`src/rtl/core/salru_pkg.sv`:
```
// package for the set-associative lru cache model
// shared constants, command and outcome codes, lookup status type; no dependencies
package salru_pkg;

    localparam int MAX_SET_BITS_DEF = 6;
    localparam int MAX_WAYS_DEF     = 8;
    localparam int TAG_WIDTH_DEF    = 32;

    localparam int ADDR_W     = 64;
    localparam int CMD_W      = 2;
    localparam int OUTCOME_W  = 2;
    localparam int CNT_W      = 32;
    localparam int CFG_IDX_W  = 2;
    localparam int CFG_DATA_W = 5;
    localparam int SBITS_W    = 3;
    localparam int WAYS_W     = 4;
    localparam int BOFF_W     = 5;

    localparam logic [CMD_W-1:0] CMD_MODIFY = 2'd2;

    localparam logic [OUTCOME_W-1:0] OUT_HIT   = 2'd0;
    localparam logic [OUTCOME_W-1:0] OUT_FILL  = 2'd1;
    localparam logic [OUTCOME_W-1:0] OUT_EVICT = 2'd2;

    localparam logic [CFG_IDX_W-1:0] CFG_SET_BITS = 2'd0;
    localparam logic [CFG_IDX_W-1:0] CFG_WAYS     = 2'd1;
    localparam logic [CFG_IDX_W-1:0] CFG_OFFSET   = 2'd2;

    typedef struct packed {
        logic                 hit;
        logic                 fill;
        logic [OUTCOME_W-1:0] outcome;
    } t_look_res;

endpackage

```
`src/rtl/core/salru_way_sel.sv`:
```
// way selection for one set: hit, fill or victim choice and lru rank update
// depends on salru_pkg
module salru_way_sel #(
    parameter int MAX_WAYS  = salru_pkg::MAX_WAYS_DEF,
    parameter int TAG_WIDTH = salru_pkg::TAG_WIDTH_DEF,
    parameter int RK_W      = (MAX_WAYS > 1) ? $clog2(MAX_WAYS) : 1
) (
    input  logic [MAX_WAYS*(TAG_WIDTH+1)-1:0] i_tag_row,
    input  logic [MAX_WAYS*RK_W-1:0]          i_rank_row,
    input  logic [MAX_WAYS-1:0]               i_in_use,
    input  logic [TAG_WIDTH-1:0]              i_tag,
    output logic [MAX_WAYS*(TAG_WIDTH+1)-1:0] o_tag_row,
    output logic [MAX_WAYS*RK_W-1:0]          o_rank_row,
    output salru_pkg::t_look_res              o_res
);

    localparam int EW = TAG_WIDTH + 1;

    logic [RK_W-1:0]      w_rank  [MAX_WAYS];
    logic [MAX_WAYS-1:0]  w_valid;
    logic [MAX_WAYS-1:0]  w_match;
    logic [MAX_WAYS-1:0]  w_free;
    logic [MAX_WAYS-1:0]  w_hit_win;
    logic [MAX_WAYS-1:0]  w_free_win;
    logic [MAX_WAYS-1:0]  w_lru_win;
    logic [MAX_WAYS-1:0]  w_sel;
    logic [RK_W-1:0]      w_old;
    logic                 w_hit;
    logic                 w_fill;

    always_comb begin
        for (int w = 0; w < MAX_WAYS; w++) begin
            w_rank[w]  = i_rank_row[w*RK_W +: RK_W];
            w_valid[w] = i_tag_row[w*EW + TAG_WIDTH];
            w_match[w] = i_in_use[w] && w_valid[w] &&
                         (i_tag_row[w*EW +: TAG_WIDTH] == i_tag);
            w_free[w]  = i_in_use[w] && !w_valid[w];
        end
    end

    // pairwise rank compares: smallest rank among matches or free ways, largest in use
    always_comb begin
        for (int w = 0; w < MAX_WAYS; w++) begin
            w_hit_win[w]  = w_match[w];
            w_free_win[w] = w_free[w];
            w_lru_win[w]  = i_in_use[w];
            for (int v = 0; v < MAX_WAYS; v++) begin
                if (v != w) begin
                    if (w_match[v] && (w_rank[v] < w_rank[w])) begin
                        w_hit_win[w] = 1'b0;
                    end
                    if (w_free[v] && (w_rank[v] < w_rank[w])) begin
                        w_free_win[w] = 1'b0;
                    end
                    if (i_in_use[v] && (w_rank[v] > w_rank[w])) begin
                        w_lru_win[w] = 1'b0;
                    end
                end
            end
        end
    end

    assign w_hit  = |w_match;
    assign w_fill = !w_hit && (|w_free);

    always_comb begin
        if (w_hit) begin
            w_sel = w_hit_win;
        end else if (w_fill) begin
            w_sel = w_free_win;
        end else begin
            w_sel = w_lru_win;
        end
    end

    always_comb begin
        w_old = '0;
        for (int w = 0; w < MAX_WAYS; w++) begin
            if (w_sel[w]) begin
                w_old = w_old | w_rank[w];
            end
        end
    end

    always_comb begin
        for (int w = 0; w < MAX_WAYS; w++) begin
            if (w_sel[w]) begin
                o_rank_row[w*RK_W +: RK_W] = '0;
            end else if (w_rank[w] < w_old) begin
                o_rank_row[w*RK_W +: RK_W] = w_rank[w] + RK_W'(1);
            end else begin
                o_rank_row[w*RK_W +: RK_W] = w_rank[w];
            end
            if (w_sel[w] && !w_hit) begin
                o_tag_row[w*EW +: EW] = {1'b1, i_tag};
            end else begin
                o_tag_row[w*EW +: EW] = i_tag_row[w*EW +: EW];
            end
        end
    end

    always_comb begin
        o_res.hit  = w_hit;
        o_res.fill = w_fill;
        if (w_hit) begin
            o_res.outcome = salru_pkg::OUT_HIT;
        end else if (w_fill) begin
            o_res.outcome = salru_pkg::OUT_FILL;
        end else begin
            o_res.outcome = salru_pkg::OUT_EVICT;
        end
    end

endmodule

```
`config.mk`:
```
export PLATFORM = sky130hd
export DESIGN_NAME = salru_way_sel
export DESIGN_NICKNAME = d
export VERILOG_FILES = /design/src/rtl/core/salru_pkg.sv /design/src/rtl/core/salru_way_sel.sv
export SDC_FILE = /design/constraint.sdc
export NUM_CORES = 1
export LEC_CHECK = 0
export ABC_CLOCK_PERIOD_IN_PS = 4100
export BUFFER_PORTS_ARGS = -buffer_cell sky130_fd_sc_hd__buf_2
export CORE_AREA = 5 5 241 243
export DETAILED_ROUTE_END_ITERATION = 16
export DIE_AREA = 0 0 246 248
export PLACE_DENSITY_LB_ADDON = 0.12
export SETUP_SLACK_MARGIN = 0.5
export SLEW_MARGIN = 25
export SYNTH_ARGS = -nofsm -noshare
export SYNTH_HDL_FRONTEND = slang
export SYNTH_SLANG_ARGS = --single-unit
```
`constraint.sdc`:
```
create_clock -name vclk -period 4.1
set_clock_uncertainty 0.15 [all_clocks]
set_input_delay 0.205 -clock vclk [all_inputs]
set_output_delay 0.205 -clock vclk [all_outputs]
set_load 0.03 [all_outputs]
```
==> impl_results.rst <==
.. list-table::
   :header-rows: 1

   * - Metric
     - Value
   * - Met3 track demand over resource in global routing
     - under 10%
   * - HPWL after detailed placement
     - ~90000 um
   * - Area occupied by registers
     - 0 sq um
   * - Portion of total power attributed to sequential cells
     - 0%
   * - Met1 routing resource usage after global routing
     - between 30% and 40%
   * - Crit path from
     - i_tag[17]
   * - Number of warnings issued by yosys
     - 0
   * - Layout Cell Area excl Fill
     - about 23000 sq um
   * - Count of hold buffers inserted by post-cts repair
     - 0
   * - Transition time at the pin with the least slew margin
     - 649 ps
   * - Multi-input gate area
     - around 12000 sq um
   * - Routed wire per std cell
     - 32.9 um
   * - Crit Path Class
     - primary input to primary output
   * - Busiest metal layer after global routing
     - met2
   * - P per Cell Area
     - around 200 nW/um^2
   * - Floorplan core area
     - around 56000 sq um
   * - Layout cell share with drive strength beyond 1
     - 69.9%
   * - Cells along the critical path
     - buf_2 -> buf_12 -> xor2_2 -> nor4_2 -> nand4_1 -> buf_4 -> or4_4 -> o21ai_2 -> a221o_1 -> a2111oi_4 -> or2_4 -> a221oi_2 -> and3_4 -> buf_12 -> ha_4 -> o21a_1 -> o21a_1 -> or4_4 -> a21oi_4 -> buf_6
   * - Number of distinct standard cells referenced by the synthesized netlist
     - about 70
   * - Cell at the slowest stage of the critical path
     - sky130_fd_sc_hd__or4_4
   * - Net count of the mapped netlist
     - about 1800
   * - CP Data Required Time
     - roughly 3700 ps
   * - Final worst slack
     - -784 ps
   * - Fillcell total
     - between 5000 and 6000
   * - First-pass iteration count of the detailed router
     - 6
   * - Effective utilization at floorplan
     - approximately 20%
   * - Crit Path Max Fanout
     - 13
   * - Period utilization
     - 119%
   * - Hold Crit Start
     - i_tag_row[112]
   * - Leakage power
     - roughly 11 nW
   * - Via count of the first global-routing pass
     - 17100
   * - Combined area of all synthesized cells
     - about 11000 sq um
   * - Net count reported at finish
     - just under 3000
   * - Setup TNS after final layout
     - -15860 ps
   * - Number of hold-slack violations in the final timing report
     - 0
   * - Global-route wire length before repair
     - 141000 um
   * - Crit path arrival time
     - around 4500 ps
   * - Total buffers and inverters traversed by the critical path
     - 5
   * - Path type of the worst min-delay path
     - primary input to primary output
   * - Share of total power in combinational logic
     - 100.0%
   * - Die height
     - 248 um
   * - Worst-case hold path end point
     - o_tag_row[112]
   * - Crit path time final
     - a little under 5000 ps
   * - Maximum number of pins on one net before global-route repair
     - 36
   * - Antenna-violating nets left
     - 0
   * - Routed via count
     - between 15000 and 20000
   * - RSZ-0062 raised after global routing
     - yes
   * - Initial DRC count
     - 882
   * - Proportion of total power due to net switching
     - a little under three fifths
   * - Hold WS
     - a little over 600 ps
   * - Global-route usage over all layers
     - about a third
   * - Met2 track demand over resource in global routing
     - between 60% and 70%
   * - Commonest cells after routing, fill and taps aside
     - sky130_fd_sc_hd__buf_4, sky130_fd_sc_hd__buf_2, sky130_fd_sc_hd__xor2_1, sky130_fd_sc_hd__mux2_2, sky130_fd_sc_hd__buf_6
   * - Width of the chip
     - about 250 um
   * - Result of the run
     - finished with violations
   * - Avg Cell Area, Syn
     - about 8.0 sq um
   * - Clk pwr share
     - 0%
   * - Failing checks
     - negative setup slack
   * - PortBufs
     - 620
   * - Seq cells
     - 0
   * - DRC viols
     - 0
   * - Area growth from synthesis to final layout
     - 113%
   * - Top-level port count
     - 620
   * - Seq/Total Area, Yosys
     - 0%
   * - Area of the die
     - slightly above 60000 sq um
   * - Delay of the slowest critical-path stage
     - about 550 ps
   * - Maximum clock rate
     - around 0.2 GHz
   * - DR vias/cell
     - between 5 and 6
   * - Site row count
     - 87
   * - Cells on Worst Hold Path
     - 3
   * - Power consumption
     - between 4 and 5 mW
   * - Layout clock buffers
     - 0
   * - Final cell utilization of the core
     - about two fifths
   * - Crit path capture type
     - primary output
   * - Antenna violations before repair
     - 24
   * - Worst Setup Start Kind
     - primary input
   * - Final Max Slew Viols
     - 0
   * - Most frequent standard cell in the layout excluding fill and tap cells
     - sky130_fd_sc_hd__buf_4
   * - Placed inst area
     - between 15000 and 20000 sq um
   * - Internal
     - approximately 2.1 mW
   * - Routability Congestion
     - ~1.0
   * - Final setup fails
     - 24
   * - Instance count of the mapped netlist
     - ~1400
   * - Category of cells accounting for the largest share of critical-path delay
     - simple AND/OR/NAND/NOR gates
   * - VDD IR max
     - a little under 200 uV
   * - Total wire length
     - between 100000 and 150000 um
   * - Final global-route overflow total
     - 0
   * - MaxCap Viol Count
     - 0
   * - Switching power total
     - approximately 2.6 mW
   * - Worst slew margin relative to its limit
     - 56.4%
[power by group through the flow]
stage                  Clock, mW  Combinational (mW)  Sequential, mW
floorplan                      0                1.99               0
global placement               0                3.85               0
detailed placement             0                3.85               0
CTS                            0                4.47               0
global route        0.0000000662                4.88               0
finish               0.000000263                4.70               0
[routing by layer]
metal / vias to the layer above / share of wire [%] / wire, um
li1: 7343 / - / -
met2: 623 / 51 / 54800
met4: 20 / 4.9 / 5300
met3: 199 / 4.5 / 4870
met5: - / 0.081 / 87
met1: 8176 / 39 / 42100
[logic make-up (layout without fill, tap and decap cells)]
| logic type | after synthesis | count (layout) | synth area share [%] |
|---|---|---|---|
| buf+inv | 147 | 1284 | 6.21 |
| xor+xnor | 259 | 259 | 20.9 |
| other cells | 0 | 7 | 0 |
| fa+ha+maj | 108 | 108 | 12.4 |
| mux | 255 | 255 | 26.2 |
| simple gates | 351 | 351 | 18.6 |
| compound gates | 242 | 242 | 15.7 |
[cells in the mapped netlist (20+ instances only)]
master                     number  area share, %
sky130_fd_sc_hd__a21oi_1       46            2.1
sky130_fd_sc_hd__buf_2         51            2.3
sky130_fd_sc_hd__clkbuf_1      41            1.4
sky130_fd_sc_hd__ha_1         108             12
sky130_fd_sc_hd__inv_1         45            1.5
sky130_fd_sc_hd__mux2_2       253             26
sky130_fd_sc_hd__nand2_1       52            1.8
sky130_fd_sc_hd__nand3_1       36            1.6
sky130_fd_sc_hd__nand4_1       20            1.1
sky130_fd_sc_hd__nor2_1        44            1.5
sky130_fd_sc_hd__nor2b_1       21            1.2
sky130_fd_sc_hd__nor4_1        62            3.5
sky130_fd_sc_hd__o21a_1        20            1.4
sky130_fd_sc_hd__o21ai_0       39            1.8
sky130_fd_sc_hd__xnor2_1       69            5.5
sky130_fd_sc_hd__xor2_1       187             15
[area by class of cell]
cell class	instances	share of cell area [%]
antenna	7	0.0751
timing repair buffer	1239	42.3
multi-input combinational	1215	52.8
inverter	45	0.794
tap	756	4.05
[worst max path at each step]
stage	slack [ps]	cells past startpoint	endpoint
detailed placement	-1430	20	o_rank_row[5]
finish	-780	20	o_rank_row[8]
global placement	-1330	20	o_rank_row[5]
global route	-890	20	o_rank_row[8]
CTS	-790	21	o_rank_row[11]
floorplan	-180	17	o_rank_row[5]
[tightest hold or removal path, cell delays in order]
cell and delay, ps:
sky130_fd_sc_hd__buf_2 90, sky130_fd_sc_hd__mux2_4 140, sky130_fd_sc_hd__buf_6 120
[per-stage QoR]
step / cells / worst slack [ps]
2_1_floorplan: 1362 / -177
3_3_place_gp: 3178 / -1330
3_5_place_dp: 3178 / -1430
4_1_cts: 3240 / -790
5_1_grt: 3257 / -892
6_report: 3262 / -784
[timing repair]
action / in CTS / in global routing
buffers inserted: 48 / 13
endpoints found under the hold margin: 0 / 0
pin swaps: 70 / 43
endpoints found under the setup margin: 292 / 286
gates cloned: 14 / 2
resized for setup: 515 / 242
Power figures use the tool's default switching activity.
