<file path="src/rtl/core/salru_ram.sv">
// generic single-write, single-read ram with registered read data
// no dependencies
module salru_ram #(
    parameter int WIDTH  = 8,
    parameter int DEPTH  = 64,
    parameter int ADDR_W = 6
) (
    input  logic              i_clk,
    input  logic              i_we,
    input  logic [ADDR_W-1:0] i_waddr,
    input  logic [WIDTH-1:0]  i_wdata,
    input  logic [ADDR_W-1:0] i_raddr,
    output logic [WIDTH-1:0]  o_rdata
);

    logic [WIDTH-1:0] r_mem [DEPTH];
    logic [WIDTH-1:0] r_rdata;

    always_ff @(posedge i_clk) begin
        if (i_we) begin
            r_mem[i_waddr] <= i_wdata;
        end
        r_rdata <= r_mem[i_raddr];
    end

    assign o_rdata = r_rdata;

endmodule

</file>
<file path="config.mk">
export PLATFORM = sky130hd
export DESIGN_NAME = salru_ram
export DESIGN_NICKNAME = d
export VERILOG_FILES = /design/src/rtl/core/salru_ram.sv
export SDC_FILE = /design/constraint.sdc
export NUM_CORES = 1
export LEC_CHECK = 0
export BUFFER_PORTS_ARGS = -buffer_cell sky130_fd_sc_hd__buf_2
export CAP_MARGIN = 20
export CORE_MARGIN = 8
export CORE_UTILIZATION = 35
export DETAILED_ROUTE_END_ITERATION = 16
export GPL_ROUTABILITY_DRIVEN = 0
export REMOVE_ABC_BUFFERS = 1
export SYNTH_ARGS = -nofsm -noshare
export SYNTH_HDL_FRONTEND = slang
export SYNTH_SLANG_ARGS = --single-unit
export TNS_END_PERCENT = 50
</file>
<file path="constraint.sdc">
create_clock -name i_clk -period 4.9 [get_ports i_clk]
set_input_delay 0.245 -clock i_clk [delete_from_list [all_inputs] [get_ports i_clk]]
set_output_delay 0.245 -clock i_clk [all_outputs]
set_load 0.005 [all_outputs]
</file>
==> metrics.cfg, run 1 <==
[status]
status=finished, final reports clean

[clock_tree]
numCtsBuffers=51
postCtsHoldBufs=0
cts_setup_buffers=0
clkTransAtPathRegs_ns=0.06
clockBufferDepth=3
htree_levels=2
insertion_delay_ns=0.59
cts.sinks=520
cts_root_buf=clkbuf_16
cts_tree=built
cts_resized=0

[timing]
slew_viol_final=0
max_slew.worst_pin.slew_ns=1.019
max_freq_ghz=0.4326
clock_skew_ns=0.01866
hold_viol_final=0
finalCritPeriodShare_pct=47.18
setup_tns_ns=0
min_period_ns=2.312
setup_viol=0
rsz0062_at_grt=false
whs_ns=0.06689
maxSlewHeadroom_pct=31.81

[pwr]
p_seq_share_pct=54.3
clockPowerShare_pct=40.7
vdd_drop_max_mv=0.2468
intPower_mw=7.209
p_switching_mw=1.884
p_comb_share_pct=4.9
p_total_mw=9.094
p_leak_nw=6.967
p_per_area_nw_per_um2=399.6
switching_share_pct=20.72

[detailed_routing]
via_count=9422
drcViolationCount=0
firstDrtPassIters=5
totalWireLength_microns=45280
avgRoutedWirePerCell_microns=25.17
drt_iter0_drc=862
postRouteAntennaNets=0
viasPerCell=5.237

[logic_synthesis]
yosys_warnings=0
synth_most_common_cell=edfxtp_1
ys_seq_elements=520
syn_area_sq_um=20170
synth-main-ff-cell=edfxtp_1
yosysSeqAreaShare_pct=77.03
syn_inst=940
postSynthAreaPerCell_sq_um=21.45
synth_commonest_cells=edfxtp_1 (512), mux4_2 (126), nor2_1 (83)
ys_types=40
synth_edf_count=512
async_flop_share_pct=0
yosys.area.top_type=edfxtp_1
synth_top_area_share_pct=76.24
netlist_top_cells_area=edfxtp_1 (76%), mux4_2 (14%), nor2_1 (1.5%)

[floorplan]
dieArea_sq_um=65560
die_y_microns=256.0
start_util_pct=35.16
coreArea_sq_um=57370
die_w_microns=256.0
rows=88
ios=30

[worst_setup_path]
crit_fanout=60
crit_top_cell=mux4_2
crit_required_ns=5.35
crit_buf_inv=2
cp_slowest_stage_delay_ns=0.58
arrival_ns=2.77
cp_top_family=multiplexers
critical_path.cell_chain=clkbuf_8, buf_4, mux4_2, mux4_2, nor2_1, nor3_1, o2bb2ai_1
path_class=primary input to flop
critPathSlowestCell=clkbuf_8
cp-start-kind=primary input
crit_path_end_kind=flop

[global_route]
grt_max_degree=65
overflow=0
antenna_found_initial=6
grt_pass1_vias=9714
grt_util_all_layers_pct=13.63
grt_pass1_wl_microns=67220

[finish]
nFillCells=5010
fin_nets=1015
layoutNonFillerInstCount=1799
finish.utilization_pct=39.67
drive_above_1_share_pct=24.88
multi_input_area_sq_um=4315
area_growth_pct=12.83
ff_latch_area_sq_um=15530

[placement]
portBuffers=29
dp_hpwl_microns=26960
place_inst=1701

[hold_path]
hp-class=primary input to flop

[job]
cap_violations=0

-- worst paths after layout --
check                    start           end  slack (ns)  cells past startpoint
setup / recovery    i_raddr[0]    o_rdata[1]        2.59                      7
hold / removal      i_wdata[7]  r_mem[39][7]        0.07                      1
setup reg to reg  r_mem[16][4]    o_rdata[4]        2.83                      5
hold reg to reg   r_mem[30][6]    o_rdata[6]        0.85                      3
-- power by group through the flow --
stage	clock network (mW)	logic (mW)	registers, mW
floorplan	0	0.191	5.03
global placement	0	0.445	5.04
detailed placement	0	0.451	5.04
CTS	3.78	0.451	4.94
global route	3.93	0.484	4.94
finish	3.70	0.450	4.94
-- layer usage --
metal  GRT usage, %  part of all wire (%)
met1          18.94                    44
met2          21.37                    47
met3          2.829                   6.1
met4          4.377                   2.4
met5              0                  0.11
-- kinds of logic after synthesis --
kind of cell | count (synthesis) | synth area share [%]
AOI/OAI and AO/OA | 54 | 2.072
muxes | 162 | 15.94
DFF | 520 | 77.03
and+or+nand+nor | 153 | 3.387
buffers and inverters | 51 | 1.570
-- flip-flops by register name (all words and copies together) (netlist names) --
register,count
r_mem,512
o_rdata,8
-- final cells by class --
cell class	instances	area share, %
Sequential cell	520	68.27
Multi-Input combinational cell	369	18.97
Clock buffer	61	5.961
Tap cell	765	4.207
Timing Repair Buffer	51	1.644
Clock inverter	32	0.9403
Antenna cell	1	0.01100
-- cells in the final DEF, fill, tap and decap left out, types with 3 or more instances in the layout --
cell type and count:
a211oi_1 4, a21oi_1 3, a221oi_1 6, a22oi_1 3
buf_12 4, buf_2 26, buf_4 20, bufinv_16 3
clkbuf_1 8, clkbuf_16 53, clkinv_1 20, clkinv_2 8
dfxtp_1 8, edfxtp_1 512, mux2_2 13, mux2i_1 23
mux4_2 126, nand2_1 19, nand2b_1 7, nand3_1 13
nand3b_1 3, nor2_1 83, nor2b_1 14, nor3_1 7
o2111ai_1 3, o221ai_1 8, o22ai_1 8, o2bb2ai_1 3
-- through the flow --
| step | instance area (sq um) | setup WS (ns) |
|---|---|---|
| after floorplan | 19850 | 3.216 |
| after global placement | 21100 | 1.900 |
| after detailed placement | 21100 | 1.944 |
| after CTS | 22670 | 2.576 |
| after global routing | 22750 | 2.461 |
| final | 22750 | 2.588 |
(Power assumes the default switching activity.)
==> run 2: changes to the inputs <==
--- a/config.mk
+++ b/config.mk
@@ -5,6 +5,7 @@
 export SDC_FILE = /design/constraint.sdc
 export NUM_CORES = 1
 export LEC_CHECK = 0
+export ABC_AREA = 1
 export BUFFER_PORTS_ARGS = -buffer_cell sky130_fd_sc_hd__buf_2
 export CAP_MARGIN = 20
 export CORE_MARGIN = 8
==> constraint.sdc (replaced) <==
create_clock -name i_clk -period 2.27 [get_ports i_clk]
set_input_delay 0.1135 -clock i_clk [delete_from_list [all_inputs] [get_ports i_clk]]
set_output_delay 0.1135 -clock i_clk [all_outputs]
set_load 0.005 [all_outputs]
==> run 2 against run 1 <==
  * Routed wire length rose by 22%
  * Register-to-register slack got worse by 1.9 ns
  * Worst setup slack got worse by 1.7 ns
  * Die area up 5.4%
  * Count of clock-buffer cells in the layout is 3 higher
  * First-iteration DRC count grew 90%
  * Worst hold slack got worse by 0.042 ns
  * Area after synthesis up 5.8%
  * Final cell count increased by 51%
  * Utilization rose by 0.85 points
  * Highest routed layer unchanged
  * Sequential share of layout area down 4.8 points
  * Largest cell class unchanged
==> metrics.cfg, run 2 <==
[pwr]
vdd_drop_max_mv=0.7202  ; +190%
p_total_mw=20.45  ; +120%
p_leak_nw=8.868  ; +27%
p_per_area_nw_per_um2=836.0  ; +110%

[timing]
clock_skew_ns=0.01283  ; -0.005832 ns
hold_viol_final=0  ; unchanged
min_period_ns=1.360
max_slew.worst_pin.slew_ns=1.072  ; +0.05322 ns
setup_tns_ns=0  ; unchanged
maxSlewHeadroom_pct=28.44  ; -3.4 points
fin_ws_ns=0.9097  ; -1.679 ns
whs_ns=0.02468  ; -0.04220 ns
slew_viol_final=0  ; unchanged
rsz0062_at_grt=false
setup_viol=0  ; unchanged
max_freq_ghz=0.7351
finalCritPeriodShare_pct=59.93

[job]
cap_violations=0  ; unchanged

[floorplan]
dieArea_sq_um=69130  ; +5.4%
rows=90  ; +2.3%
coreArea_sq_um=60360  ; +5.2%
start_util_pct=35.35  ; +0.20 points
die_w_microns=262.9  ; +2.7%
ios=30  ; unchanged
die_y_microns=262.9  ; +2.7%

[logic_synthesis]
synth_edf_count=512  ; unchanged
yosysSeqAreaShare_pct=72.80  ; -4.2 points
synth_commonest_cells=nand2_1 (648), edfxtp_1 (512), nand3_1 (439)
syn_inst=1805  ; +92%
synth_top_area_share_pct=72.05  ; -4.2 points
synth_most_common_cell=nand2_1
synth-main-ff-cell=edfxtp_1
async_flop_share_pct=0  ; unchanged
syn_area_sq_um=21340  ; +5.8%
postSynthAreaPerCell_sq_um=11.82  ; -45%
ys_types=16  ; -60%
netlist_top_cells_area=edfxtp_1 (72%), nand2_1 (11%), nand3_1 (10%)
yosys_warnings=0  ; unchanged
ys_seq_elements=520  ; unchanged
yosys.area.top_type=edfxtp_1

[clock_tree]
clkTransAtPathRegs_ns=0.06  ; about the same
numCtsBuffers=53  ; +3.9%
cts_resized=0  ; unchanged
postCtsHoldBufs=2  ; +2
cts_tree=built
cts_root_buf=clkbuf_16
cts_setup_buffers=0  ; unchanged
insertion_delay_ns=0.59  ; about the same
htree_levels=2  ; unchanged
clockBufferDepth=3  ; unchanged
cts.sinks=520  ; unchanged

[detailed_routing]
postRouteAntennaNets=0  ; unchanged
drcViolationCount=0  ; unchanged
viasPerCell=5.165  ; -1.4%
totalWireLength_microns=55440  ; +22%
via_count=14020  ; +49%
avgRoutedWirePerCell_microns=20.43  ; -19%
drt_iter0_drc=1636  ; +90%
firstDrtPassIters=7  ; +2

[placement]
placed_area_sq_um=22770  ; +7.9%
dp_slack_ns=0.4810  ; -1.463 ns
portBuffers=29  ; unchanged
dp_hpwl_microns=33130  ; +23%

[finish]
final_cell_mix=nand2_1 (648), edfxtp_1 (512), nand3_1 (439), buf_4 (95), nor2_1 (56)
layout_commonest_cell=nand2_1
area_growth_pct=14.61
largest_reg_flops=512  ; unchanged
top_register=r_mem
fin_nets=1914  ; +89%
drive_above_1_share_pct=11.24  ; -14 points
final_cell_area_sq_um=24460  ; +7.5%

[worst_setup_path]
arrival_ns=1.84  ; -0.93 ns
cp-start-kind=flop
path_class=flop to flop
crit_required_ns=2.75  ; -2.60 ns
crit_fanout=1  ; -98%
crit_path_end_kind=flop

[global_route]
overflow=0  ; unchanged
antenna_found_initial=2  ; -4
grt_pass1_wl_microns=84280  ; +25%
grt_pass1_vias=13490  ; +39%
grt_util_all_layers_pct=15.55  ; +1.9 points
grt_max_degree=66  ; +1.5%

[status]
status=finished, final reports clean

[hold_path]
hp-class=primary input to flop

[run 2: layout make-up]
cell class              instances  area [sq um]
multi-input cells            1160          4946
clock buffers                  64          1368
well taps                     782         978.4
fillers                      5701         35900
inverters                      12         52.55
diodes                          1         2.502
repair buffers                145          1280
clock inverters                30         295.3
flip-flops and latches        520         15530
[run 2: worst max-delay path, cell delays in order (launching register included)]
cell and delay [ns]:
edfxtp_1 0.36, nand2_1 0.07, nand3_1 0.10, nand3_1 0.17
nand2_1 0.06, nand2_1 0.05, nand3_1 0.15, nand3_1 0.22
nand2_1 0.07
[run 2: power breakdown]
| part | internal [mW] | leakage (nW) | switching, mW | total [mW] |
|---|---|---|---|---|
| Clock | 4.94 | 0.814 | 3.54 | 8.48 |
| Sequential | 10.6 | 4.67 | 0.0426 | 10.7 |
| Combinational | 0.354 | 3.38 | 0.946 | 1.30 |
[run 2: layer usage]
metal  GRT usage (%)  part of all wire, %
met5               0                0.022
met4           5.471                  2.9
met1           21.55                   44
met3           2.123                  6.9
met2           24.91                   47
[run 2: final timing paths]
kind,slack (ns),to,start,cells after the start
worst min-delay path,0.02,r_mem[63][0],i_wdata[0],2
worst min register to register,0.80,o_rdata[3],r_mem[20][3],8
worst max register to register,0.91,o_rdata[7],r_mem[15][7],8
worst max-delay path,0.91,o_rdata[7],r_mem[15][7],8
[run 2: through the flow]
stage / cells / utilization [%]
after detailed placement: 2617 / 37.73
after global placement: 2617 / 37.73
after floorplan: 1692 / -
after CTS: 2713 / 40.52
after global routing: 2713 / 40.52
final: 2714 / 40.52
[run 2: cells by family after synthesis]
kind of cell / synth area share (%)
buffers and inverters: 4.022
and+or+nand+nor: 23.18
DFF: 72.80
==> run 3: changes to the inputs <==
--- a/config.mk
+++ b/config.mk
@@ -5,7 +5,7 @@
 export SDC_FILE = /design/constraint.sdc
 export NUM_CORES = 1
 export LEC_CHECK = 0
-export ABC_AREA = 1
+export ABC_AREA = 0
 export BUFFER_PORTS_ARGS = -buffer_cell sky130_fd_sc_hd__buf_2
 export CAP_MARGIN = 20
 export CORE_MARGIN = 8
==> constraint.sdc (replaced) <==
create_clock -name i_clk -period 1.4 [get_ports i_clk]
set_input_delay 0.07 -clock i_clk [delete_from_list [all_inputs] [get_ports i_clk]]
set_output_delay 0.07 -clock i_clk [all_outputs]
set_load 0.005 [all_outputs]
==> run 3 against run 2 <==
  * The run now ends with negative setup slack left
  * Clock skew decreased by 0.0041 ns
  * Final cell count decreased by 27%
  * Flip-flop and latch count unchanged
  * Global-route usage decreased by 1.2 points
  * Register-to-register slack got worse by 1.5 ns
  * First-iteration DRC count decreased by 40%
  * Fmax decreased by 31%
  * Highest routed layer is now met4
==> metrics.cfg, run 3 (same netlist as run 1, synthesis figures left out) <==
[pwr]
p_per_area_nw_per_um2=1340  ; +60%
vdd_drop_max_mv=1.031  ; +43%
p_total_mw=32.85  ; +61%
p_leak_nw=8.045  ; -9.3%

[detailed_routing]
postRouteAntennaNets=0  ; unchanged
drcViolationCount=0  ; unchanged
via_count=10240  ; -27%
drt_iter0_drc=980  ; -40%
totalWireLength_microns=47720  ; -14%
firstDrtPassIters=4  ; -3
viasPerCell=5.145  ; -0.39%
avgRoutedWirePerCell_microns=23.97  ; +17%

[global_route]
grt_pass1_wl_microns=70930  ; -16%
overflow=0  ; unchanged
antenna_found_initial=0  ; -2
grt_util_all_layers_pct=14.36  ; -1.2 points
grt_max_degree=65  ; -1.5%
grt_pass1_vias=10640  ; -21%

[status]
violations=negative setup slack
status=finished with violations

[timing]
setup_tns_ns=-3.391  ; -3.391 ns
maxSlewHeadroom_pct=49.64  ; +21 points
fin_ws_ns=-0.5657  ; -1.475 ns
finalCritPeriodShare_pct=140.4  ; +80 points
max_slew.worst_pin.slew_ns=0.7554  ; -0.3169 ns
clock_skew_ns=0.008734  ; -0.004094 ns
hold_viol_final=0  ; unchanged
rsz0062_at_grt=true
setup_viol=8  ; +8
max_freq_ghz=0.5087  ; -31%
min_period_ns=1.966  ; +0.6053 ns
slew_viol_final=0  ; unchanged
whs_ns=0.04778  ; +0.02310 ns

[worst_setup_path]
path_class=flop to flop
cp-start-kind=flop
critPathLaunch=r_mem[21][4]
r2r_cells=6  ; -2
arrival_ns=2.43  ; +0.59 ns
r2r_start=r_mem[21][4]
crit_fanout=1  ; unchanged
crit_required_ns=1.87  ; -0.88 ns
crit_path_end_kind=flop

[placement]
portBuffers=29  ; unchanged
place_inst=1886  ; -28%
dp_hpwl_microns=30500  ; -7.9%
placed_area_sq_um=22640  ; -0.58%
dp_slack_ns=-0.8459  ; -1.327 ns

[finish]
drive_above_1_share_pct=37.68  ; +26 points
antenna_cells=0  ; -1
layoutNonFillerInstCount=1991  ; -27%
final_cell_mix=edfxtp_1 (512), buf_4 (192), mux4_2 (126), nor2_1 (82), clkbuf_16 (55)
final_cell_area_sq_um=24510  ; +0.23%
largest_reg_flops=512  ; unchanged
layout_commonest_cell=edfxtp_1
nFillCells=4917  ; -14%
multi_input_area_sq_um=4418  ; -11%
ff_latch_area_sq_um=15530  ; unchanged
finish.utilization_pct=42.73  ; +2.2 points
fin_nets=1206  ; -37%
top_register=r_mem
area_growth_pct=21.55

[clock_tree]
cts_root_buf=clkbuf_16
clkTransAtPathRegs_ns=0.06  ; about the same
cts_tree=built
numCtsBuffers=53  ; unchanged
insertion_delay_ns=0.59  ; about the same
cts_setup_buffers=0  ; unchanged
clockBufferDepth=3  ; unchanged
cts.sinks=520  ; unchanged
htree_levels=2  ; unchanged

[floorplan]
ios=30  ; unchanged
start_util_pct=35.16  ; -0.20 points
coreArea_sq_um=57370  ; -5.0%
dieArea_sq_um=65560  ; -5.2%
die_w_microns=256.0  ; -2.6%
rows=88  ; -2.2%
die_y_microns=256.0  ; -2.6%

[job]
cap_violations=0  ; unchanged

[hold_path]
hold_start=i_raddr[5]
hold_depth=5  ; +3
hp-class=primary input to flop

-- run 3: worst max-delay path, stage by stage (launching register included) --
cell	delay, ns
edfxtp_1	0.36
mux4_2	0.48
mux2_4	0.30
o221a_4	0.28
nor3_2	0.18
buf_4	0.15
o32ai_2	0.08
-- run 3: power by group --
group	internal (mW)	switching, mW
sequential	17.2	0.0664
combinational	0.872	1.08
clock	7.90	5.70
-- run 3: final timing paths --
kind         slack [ns]         end
max               -0.57  o_rdata[4]
min                0.05  o_rdata[7]
max reg2reg       -0.57  o_rdata[4]
min reg2reg        0.85  o_rdata[7]
-- run 3: metal layers --
metal  part of all wire [%]  global-route usage (%)  up-vias
met5                      0                       0        -
met4                    2.7                   4.677        0
met3                    6.0                   2.641       74
met2                     46                   22.16      315
met1                     45                   20.47     5436
li1                       -                       -     4419
-- run 3: layout make-up --
class / instances / area share, %
repair buffers: 240 / 7.860
well taps: 765 / 3.905
flip-flops and latches: 520 / 63.37
multi-input cells: 369 / 18.02
clock buffers: 69 / 5.992
clock inverters: 28 / 0.8473
-- run 3: repair_timing --
action	in CTS	in global routing
hold endpoints to repair	7	12
gates resized for setup	13	7
pin swaps	3	1
hold buffers	6	1
setup endpoints to repair	8	8
